File: src/jsu_pkg.sv
package jsu_pkg;

   localparam logic [1:0] KIND_DATA  = 2'd0;
   localparam logic [1:0] KIND_DONE  = 2'd1;
   localparam logic [1:0] KIND_ERROR = 2'd2;

   localparam logic [2:0] STATUS_NONE      = 3'd0;
   localparam logic [2:0] STATUS_BAD_HEX   = 3'd1;
   localparam logic [2:0] STATUS_BAD_SURR  = 3'd2;
   localparam logic [2:0] STATUS_BAD_ESC   = 3'd3;
   localparam logic [2:0] STATUS_NO_CLOSE  = 3'd4;
   localparam logic [2:0] STATUS_CTRL_CHAR = 3'd5;
   localparam logic [2:0] STATUS_NO_OPEN   = 3'd6;

   localparam logic [7:0] CHAR_QUOTE = 8'h22;
   localparam logic [7:0] CHAR_BSL   = 8'h5C;
   localparam logic [7:0] CHAR_SLASH = 8'h2F;
   localparam logic [7:0] CHAR_U     = 8'h75;
   localparam logic [7:0] CHAR_SPACE = 8'h20;

   localparam logic [15:0] HIGH_SURR_LO = 16'hD800;
   localparam logic [15:0] HIGH_SURR_HI = 16'hDBFF;
   localparam logic [15:0] LOW_SURR_LO  = 16'hDC00;
   localparam logic [15:0] LOW_SURR_HI  = 16'hDFFF;
   localparam logic [20:0] SUPP_BASE    = 21'h10000;

   localparam int MAX_RESULTS = 4;

   typedef struct packed {
      logic [MAX_RESULTS-1:0][7:0] data;
      logic [2:0]                  count;
      logic [1:0]                  kind;
      logic [2:0]                  status;
   } grp_type;

   // bit 4 set: valid hex digit, bits 3:0 its value
   function automatic logic [4:0] hex_digit(logic [7:0] b);
      logic [4:0] r;
      r = '0;
      priority if (b >= 8'h30 && b <= 8'h39) begin
         r = {1'b1, 4'(b - 8'h30)};
      end else if (b >= 8'h41 && b <= 8'h46) begin
         r = {1'b1, 4'(b - 8'h37)};
      end else if (b >= 8'h61 && b <= 8'h66) begin
         r = {1'b1, 4'(b - 8'h57)};
      end else begin
         r = '0;
      end
      return r;
   endfunction

   function automatic grp_type error_group(logic [2:0] status);
      grp_type g;
      g        = '0;
      g.count  = 3'd1;
      g.kind   = KIND_ERROR;
      g.status = status;
      return g;
   endfunction

   function automatic grp_type data_group(logic [7:0] b);
      grp_type g;
      g         = '0;
      g.count   = 3'd1;
      g.kind    = KIND_DATA;
      g.data[0] = b;
      return g;
   endfunction

   function automatic grp_type utf8_encode(logic [20:0] cp);
      grp_type g;
      g      = '0;
      g.kind = KIND_DATA;
      priority if (cp <= 21'h7F) begin
         g.data[0] = cp[7:0];
         g.count   = 3'd1;
      end else if (cp <= 21'h7FF) begin
         g.data[0] = {3'b110, cp[10:6]};
         g.data[1] = {2'b10, cp[5:0]};
         g.count   = 3'd2;
      end else if (cp <= 21'hFFFF) begin
         g.data[0] = {4'b1110, cp[15:12]};
         g.data[1] = {2'b10, cp[11:6]};
         g.data[2] = {2'b10, cp[5:0]};
         g.count   = 3'd3;
      end else begin
         g.data[0] = {5'b11110, cp[20:18]};
         g.data[1] = {2'b10, cp[17:12]};
         g.data[2] = {2'b10, cp[11:6]};
         g.data[3] = {2'b10, cp[5:0]};
         g.count   = 3'd4;
      end
      return g;
   endfunction

endpackage

File: src/jsu_decode.sv
module jsu_decode (
   input  logic             clock,
   input  logic             reset,
   input  logic             commit,
   input  logic [7:0]       text_byte,
   output jsu_pkg::grp_type grp
);

   localparam logic [3:0] MODE_IDLE  = 4'd0;
   localparam logic [3:0] MODE_BODY  = 4'd1;
   localparam logic [3:0] MODE_ESC   = 4'd2;
   localparam logic [3:0] MODE_HEXA0 = 4'd3;
   localparam logic [3:0] MODE_HEXA1 = 4'd4;
   localparam logic [3:0] MODE_HEXA2 = 4'd5;
   localparam logic [3:0] MODE_HEXA3 = 4'd6;
   localparam logic [3:0] MODE_BSL2  = 4'd7;
   localparam logic [3:0] MODE_U2    = 4'd8;
   localparam logic [3:0] MODE_HEXB0 = 4'd9;
   localparam logic [3:0] MODE_HEXB1 = 4'd10;
   localparam logic [3:0] MODE_HEXB2 = 4'd11;
   localparam logic [3:0] MODE_HEXB3 = 4'd12;

   logic [3:0]  mode_ff, mode_in, mode_calc;
   logic [15:0] hex_ff, hex_in, hex_calc;
   logic [15:0] surr_ff, surr_in, surr_calc;
   logic [4:0]  digit;
   logic [15:0] acc_new;
   logic [20:0] pair_cp;

   assign digit   = jsu_pkg::hex_digit(text_byte);
   assign acc_new = {hex_ff[11:0], digit[3:0]};
   assign pair_cp = {1'b0, surr_ff[9:0], acc_new[9:0]} + jsu_pkg::SUPP_BASE;

   always_comb begin
      mode_calc = mode_ff;
      hex_calc  = hex_ff;
      surr_calc = surr_ff;
      grp       = '0;
      unique case (mode_ff)
         MODE_BODY: begin
            priority if (text_byte == jsu_pkg::CHAR_QUOTE) begin
               mode_calc = MODE_IDLE;
               grp.count = 3'd1;
               grp.kind  = jsu_pkg::KIND_DONE;
            end else if (text_byte == jsu_pkg::CHAR_BSL) begin
               mode_calc = MODE_ESC;
            end else if (text_byte == 8'h00) begin
               mode_calc = MODE_IDLE;
               hex_calc  = '0;
               surr_calc = '0;
               grp       = jsu_pkg::error_group(jsu_pkg::STATUS_NO_CLOSE);
            end else if (text_byte < jsu_pkg::CHAR_SPACE) begin
               mode_calc = MODE_IDLE;
               hex_calc  = '0;
               surr_calc = '0;
               grp       = jsu_pkg::error_group(jsu_pkg::STATUS_CTRL_CHAR);
            end else begin
               grp = jsu_pkg::data_group(text_byte);
            end
         end
         MODE_ESC: begin
            mode_calc = MODE_BODY;
            unique case (text_byte)
               jsu_pkg::CHAR_QUOTE, jsu_pkg::CHAR_BSL, jsu_pkg::CHAR_SLASH:
                  grp = jsu_pkg::data_group(text_byte);
               8'h62: grp = jsu_pkg::data_group(8'h08);
               8'h66: grp = jsu_pkg::data_group(8'h0C);
               8'h6E: grp = jsu_pkg::data_group(8'h0A);
               8'h72: grp = jsu_pkg::data_group(8'h0D);
               8'h74: grp = jsu_pkg::data_group(8'h09);
               jsu_pkg::CHAR_U: begin
                  hex_calc  = '0;
                  mode_calc = MODE_HEXA0;
               end
               default: begin
                  mode_calc = MODE_IDLE;
                  hex_calc  = '0;
                  surr_calc = '0;
                  grp       = jsu_pkg::error_group(jsu_pkg::STATUS_BAD_ESC);
               end
            endcase
         end
         MODE_HEXA0, MODE_HEXA1, MODE_HEXA2, MODE_HEXA3: begin
            priority if (!digit[4]) begin
               mode_calc = MODE_IDLE;
               hex_calc  = '0;
               surr_calc = '0;
               grp       = jsu_pkg::error_group(jsu_pkg::STATUS_BAD_HEX);
            end else if (mode_ff != MODE_HEXA3) begin
               hex_calc  = acc_new;
               mode_calc = mode_ff + 4'd1;
            end else if (acc_new >= jsu_pkg::HIGH_SURR_LO &&
                         acc_new <= jsu_pkg::HIGH_SURR_HI) begin
               hex_calc  = acc_new;
               surr_calc = acc_new;
               mode_calc = MODE_BSL2;
            end else begin
               hex_calc  = acc_new;
               mode_calc = MODE_BODY;
               grp       = jsu_pkg::utf8_encode({5'd0, acc_new});
            end
         end
         MODE_BSL2: begin
            if (text_byte != jsu_pkg::CHAR_BSL) begin
               mode_calc = MODE_IDLE;
               hex_calc  = '0;
               surr_calc = '0;
               grp       = jsu_pkg::error_group(jsu_pkg::STATUS_BAD_SURR);
            end else begin
               mode_calc = MODE_U2;
            end
         end
         MODE_U2: begin
            if (text_byte != jsu_pkg::CHAR_U) begin
               mode_calc = MODE_IDLE;
               hex_calc  = '0;
               surr_calc = '0;
               grp       = jsu_pkg::error_group(jsu_pkg::STATUS_BAD_SURR);
            end else begin
               hex_calc  = '0;
               mode_calc = MODE_HEXB0;
            end
         end
         MODE_HEXB0, MODE_HEXB1, MODE_HEXB2, MODE_HEXB3: begin
            priority if (!digit[4]) begin
               mode_calc = MODE_IDLE;
               hex_calc  = '0;
               surr_calc = '0;
               grp       = jsu_pkg::error_group(jsu_pkg::STATUS_BAD_HEX);
            end else if (mode_ff != MODE_HEXB3) begin
               hex_calc  = acc_new;
               mode_calc = mode_ff + 4'd1;
            end else if (acc_new < jsu_pkg::LOW_SURR_LO ||
                         acc_new > jsu_pkg::LOW_SURR_HI) begin
               mode_calc = MODE_IDLE;
               hex_calc  = '0;
               surr_calc = '0;
               grp       = jsu_pkg::error_group(jsu_pkg::STATUS_BAD_SURR);
            end else begin
               hex_calc  = acc_new;
               mode_calc = MODE_BODY;
               grp       = jsu_pkg::utf8_encode(pair_cp);
            end
         end
         default: begin
            if (text_byte == jsu_pkg::CHAR_QUOTE) begin
               mode_calc = MODE_BODY;
               hex_calc  = '0;
               surr_calc = '0;
            end else begin
               mode_calc = MODE_IDLE;
               hex_calc  = '0;
               surr_calc = '0;
               grp       = jsu_pkg::error_group(jsu_pkg::STATUS_NO_OPEN);
            end
         end
      endcase
   end

   always_comb begin
      mode_in = commit ? mode_calc : mode_ff;
      hex_in  = commit ? hex_calc  : hex_ff;
      surr_in = commit ? surr_calc : surr_ff;
   end

   always_ff @(posedge clock) begin
      if (reset) begin
         mode_ff <= MODE_IDLE;
         hex_ff  <= '0;
         surr_ff <= '0;
      end else begin
         mode_ff <= mode_in;
         hex_ff  <= hex_in;
         surr_ff <= surr_in;
      end
   end

endmodule

File: src/jsu_serial.sv
module jsu_serial (
   input  logic             clock,
   input  logic             reset,
   input  logic             load,
   input  jsu_pkg::grp_type grp,
   output logic             free,
   output logic             rsp_valid,
   input  logic             rsp_stall,
   output logic [7:0]       rsp_out_byte,
   output logic [1:0]       rsp_kind,
   output logic [2:0]       rsp_status,
   output logic             rsp_last
);

   logic             valid_ff, valid_in;
   jsu_pkg::grp_type grp_ff, grp_in;
   logic [1:0]       idx_ff, idx_in;
   logic             is_last;
   logic             xfer;

   assign is_last      = ({1'b0, idx_ff} == (grp_ff.count - 3'd1));
   assign xfer         = valid_ff && !rsp_stall;
   assign free         = !valid_ff || (xfer && is_last);
   assign rsp_valid    = valid_ff;
   assign rsp_out_byte = grp_ff.data[idx_ff];
   assign rsp_kind     = grp_ff.kind;
   assign rsp_status   = grp_ff.status;
   assign rsp_last     = is_last;

   always_comb begin
      valid_in = valid_ff;
      grp_in   = grp_ff;
      idx_in   = idx_ff;
      priority if (load) begin
         valid_in = 1'b1;
         grp_in   = grp;
         idx_in   = '0;
      end else if (xfer) begin
         valid_in = !is_last;
         idx_in   = idx_ff + 2'd1;
      end else begin
         valid_in = valid_ff;
      end
   end

   always_ff @(posedge clock) begin
      if (reset) begin
         valid_ff <= 1'b0;
         idx_ff   <= '0;
      end else begin
         valid_ff <= valid_in;
         idx_ff   <= idx_in;
      end
   end

   always_ff @(posedge clock) begin
      grp_ff <= grp_in;
   end

endmodule

File: src/json_string_unescape_utf8.sv
// JSON string unescaper: one byte of JSON text per transfer on req_, starting at the
// opening quote. Each byte yields zero to four rsp_ transfers (UTF-8 data bytes with
// rsp_kind 0, a completion with rsp_kind 1, or an error with rsp_kind 2 and a code on
// rsp_status); rsp_last marks the final one for that byte. A byte is registered, decoded
// combinationally into a result group, and the group is drained one transfer per cycle
// while rsp_stall is low, so the block then takes one byte per cycle if each byte gives
// at most one result; a byte with a longer group holds the input until the group drains
// through the single output port. After an error the block waits for a new opening quote.
module json_string_unescape_utf8 (
   input  logic       clock,
   input  logic       reset,
   input  logic       req_valid,
   output logic       req_stall,
   input  logic [7:0] req_text_byte,
   output logic       rsp_valid,
   input  logic       rsp_stall,
   output logic [7:0] rsp_out_byte,
   output logic [1:0] rsp_kind,
   output logic [2:0] rsp_status,
   output logic       rsp_last
);

   logic             in_valid_ff, in_valid_in;
   logic [7:0]       in_byte_ff, in_byte_in;
   logic             accept;
   logic             advance;
   logic             free;
   jsu_pkg::grp_type grp;

   assign advance   = in_valid_ff && (free || (grp.count == 3'd0));
   assign req_stall = in_valid_ff && !advance;
   assign accept    = req_valid && !req_stall;

   always_comb begin
      in_valid_in = accept ? 1'b1 : (advance ? 1'b0 : in_valid_ff);
      in_byte_in  = accept ? req_text_byte : in_byte_ff;
   end

   always_ff @(posedge clock) begin
      if (reset) begin
         in_valid_ff <= 1'b0;
      end else begin
         in_valid_ff <= in_valid_in;
      end
   end

   always_ff @(posedge clock) begin
      in_byte_ff <= in_byte_in;
   end

   jsu_decode u_decode (
      .clock     (clock),
      .reset     (reset),
      .commit    (advance),
      .text_byte (in_byte_ff),
      .grp       (grp)
   );

   jsu_serial u_serial (
      .clock        (clock),
      .reset        (reset),
      .load         (advance && (grp.count != 3'd0)),
      .grp          (grp),
      .free         (free),
      .rsp_valid    (rsp_valid),
      .rsp_stall    (rsp_stall),
      .rsp_out_byte (rsp_out_byte),
      .rsp_kind     (rsp_kind),
      .rsp_status   (rsp_status),
      .rsp_last     (rsp_last)
   );

endmodule

File: config.mk
export PLATFORM = sky130hd
export DESIGN_NAME = json_string_unescape_utf8
export DESIGN_NICKNAME = d
export VERILOG_FILES = /design/src/jsu_pkg.sv /design/src/jsu_decode.sv /design/src/jsu_serial.sv /design/src/json_string_unescape_utf8.sv
export SDC_FILE = /design/constraint.sdc
export NUM_CORES = 1
export LEC_CHECK = 0
export BUFFER_PORTS_ARGS = -buffer_cell sky130_fd_sc_hd__buf_2
export CAP_MARGIN = 5
export CORE_ASPECT_RATIO = 1.4
export CORE_MARGIN = 4
export CORE_UTILIZATION = 37
export DETAILED_ROUTE_END_ITERATION = 7
export SYNTH_ARGS = -nofsm -noshare
export SYNTH_HDL_FRONTEND = slang
export SYNTH_SLANG_ARGS = --single-unit
File: constraint.sdc
create_clock -name clock -period 7.59 [get_ports clock]
set_clock_uncertainty 0.15 [all_clocks]
set_input_delay 2.277 -clock clock [delete_from_list [all_inputs] [get_ports clock]]
set_output_delay 2.277 -clock clock [all_outputs]
set_load 0.005 [all_outputs]
==> results by group <==
Min path
  • Min-Delay Startpoint: u_decode.hex_ff[9]
  • Hold path cells: 2
  • Hold Path Class: reg -> reg
  • Worst Hold End: u_decode.hex_ff[9]

Die
  • Rows: 50
  • Die W: 106 um
  • Die extent in y: 146 um
  • Core Footprint: 13300 sq um
  • Initial Utilization: 37.6%
  • Ports: 28
  • Die area: 15500 sq um

Critical path
  • Critical path peak fanout: 11
  • Worst Setup Start Kind: flop
  • Data arrival time of the critical path: 4150 ps
  • RR Startpoint: in_byte_ff[0]
  • CP Class: reg -> out
  • Worst reg2reg endpoint: u_serial.grp_ff[21]
  • CP Data Required Time: 5160 ps
  • R2R depth: 10
  • CP endpoint kind: primary output
  • R2R Setup Slk: 2490 ps
  • Setup crit start: in_byte_ff[0]

Clock tree
  • Maximum root-to-sink buffer count: 2
  • Post-CTS Resized: 0
  • Worst skew pair latency: 340 ps
  • H-tree Lvls: 3
  • Post-CTS Hold Buffers: 0
  • CTS sink cnt: 74
  • Post-CTS setup buffers: 0
  • TritonCTS clock tree: done
  • Total CTS buffers: 9
  • Root Buffer: clkbuf_16
  • Clock-pin transition on the worst setup and hold timing paths: 60 ps

Place
  • PortBufs: 27
  • Gpl congestion: 0.995
  • Final HPWL DP: 11500 um
  • Placed instance area: 5250 sq um

Drt
  • Post-DRT Antenna Nets: 0
  • Post-Route WL: 14900 um
  • Number of remaining DRC errors: 0
  • DR WL/cell: 19.8 um
  • Vias per std cell: 5.93
  • Vias: 4463
  • TritonRoute pass-1 iters: 7
  • Drt first-iter violations: 361

Timing
  • Slew margin rel.: 26.6%
  • Peak Freq: 152 MHz
  • Final Setup Violations: 0
  • Final hold vios: 0
  • Setup_tns: 0 ps
  • Minimum clock period: 6580 ps
  • Worst slew pin tran: 1070 ps
  • Slew Limit Fails: 0
  • Tcrit/Tclk final: 86.6%
  • RSZ-0062 raised after global routing: false

Synth
  • Main synth FF type: edfxtp_1
  • Synth warnings: 0
  • Netlist cell types: 77
  • Ys async rst share: 0%
  • Post-synthesis sequential area ratio: 38.3%
  • EDFF count, synth: 44
  • Post-Syn Area: 5020 sq um
  • Net Count, Synth: 582
  • Post-synthesis area per instance: 8.97 sq um
  • Yosys reg bits: 74
  • Cells after synthesis: 559

Status
  • Outcome: finished clean

GRT
  • Antenna violations before repair: 0
  • GRT Util Overall: 19.3%
  • First-pass GRT wire length: 23300 um
  • Largest net degree at the start of global routing: 37
  • GRT overflow: 0
  • Vias in the first global route: 4293

Pwr
  • Power per cell area: 185 nW/um^2
  • Peak supply drop: 0.0824 mV
  • Leak: 1.99 nW

Layout
  • Share of cells above drive strength 1: 13.0%
  • Final instance area: 5600 sq um
  • N_diodes: 0
  • Post-layout nets: 589
  • Layout area overhead: 11.6%

Job
  • Max-cap viol count: 0
==> stage by stage <==
stage / hold slack, ps / utilization (%) / cells / total power [mW] / worst slack, ps
5_1_grt: 384 / 42.0 / 753 / 1.07 / 817
3_5_place_dp: 348 / 39.4 / 737 / 0.563 / 1500
2_1_floorplan: 306 / - / 559 / 0.533 / 2420
4_1_cts: 357 / 42.0 / 753 / 1.04 / 1090
3_3_place_gp: 334 / 39.4 / 737 / 0.561 / 1650
6_report: 353 / 42.0 / 753 / 1.03 / 1010
==> cell usage in the layout, fill, tap and decap left out, types with 6 or more instances in the layout <==
cell / n
nand2_1: 69
nor2_1: 46
edfxtp_1: 44
o21ai_0: 37
a21oi_1: 31
dfxtp_1: 30
mux2i_1: 28
buf_2: 27
nand3_1: 23
nor3_1: 19
inv_1: 17
or3_1: 11
and2_1: 11
ha_1: 11
clkbuf_16: 11
nand4_1: 10
o221ai_1: 8
mux4_2: 7
nor2b_1: 6
a211oi_1: 6
a31oi_1: 6
o22ai_1: 6
==> power by group <==
group	internal [mW]	switching, mW	total, mW
Sequential	0.445	0.0142	0.459
Combinational	0.0369	0.0586	0.0955
Clock	0.313	0.167	0.480
Total	0.795	0.240	1.03
==> cell families after synthesis <==
family | synth area share [%]
compound gates | 19.2
xor+xnor | 1.05
fa+ha+maj | 2.74
buf+inv | 4.66
flops | 38.3
mux | 9.18
simple gates | 24.8
==> cells in the mapped netlist, types with 7 or more instances <==
cell / count / area share, %
nand2_1: 69 / 5.2
nor2_1: 47 / 3.5
edfxtp_1: 44 / 26
o21ai_0: 37 / 3.7
a21oi_1: 31 / 3.1
dfxtp_1: 30 / 12
mux2i_1: 28 / 5.6
clkbuf_1: 25 / 1.9
nand3_1: 23 / 2.3
nor3_1: 19 / 1.9
inv_1: 17 / 1.3
and2_1: 11 / 1.4
ha_1: 11 / 2.7
or3_1: 11 / 1.4
nand4_1: 10 / 1.2
o221ai_1: 8 / 1.4
mux4_2: 7 / 3.1
==> worst max path at each step <==
stage                           end
after global placement    req_stall
after floorplan           req_stall
after CTS                 req_stall
after detailed placement  req_stall
after global routing      req_stall
final                     req_stall
==> cell type report <==
| type | instances | area, sq um |
|---|---|---|
| clock buffer | 14 | 307 |
| sequential | 74 | 1920 |
| fill | 1330 | 7730 |
| timing repair buffer | 32 | 173 |
| clock inverter | 2 | 38.8 |
| tap | 182 | 228 |
| inverter | 18 | 67.6 |
| multi-input combinational | 431 | 2860 |
==> state kept, by name (all words and copies together) (netlist names) <==
signal and flops:
u_serial.grp_ff 31, u_decode.hex_ff 12, u_decode.surr_ff 10, in_byte_ff 8
u_decode.mode_ff 4, u_serial.rsp_status 3, u_serial.idx_ff 2, u_serial.rsp_kind 2
in_valid_ff 1, u_serial.rsp_valid 1
==> per-layer routing <==
layer,part of all wire (%),global-route usage [%]
met5,0,0
met2,51,33.2
met3,3.8,2.57
met1,42,23.5
met4,3.6,9.20
==> critical path, stage by stage, from the launching register on <==
cell and delay, ps:
edfxtp_1 490, inv_1 130, ha_1 300, or3b_2 270
nand3_2 140, a221oi_2 900, nand4_1 280, or3_1 450
a31oi_4 260, o41ai_2 160, nor2_1 250, buf_2 170
Power figures use the tool's default switching activity.
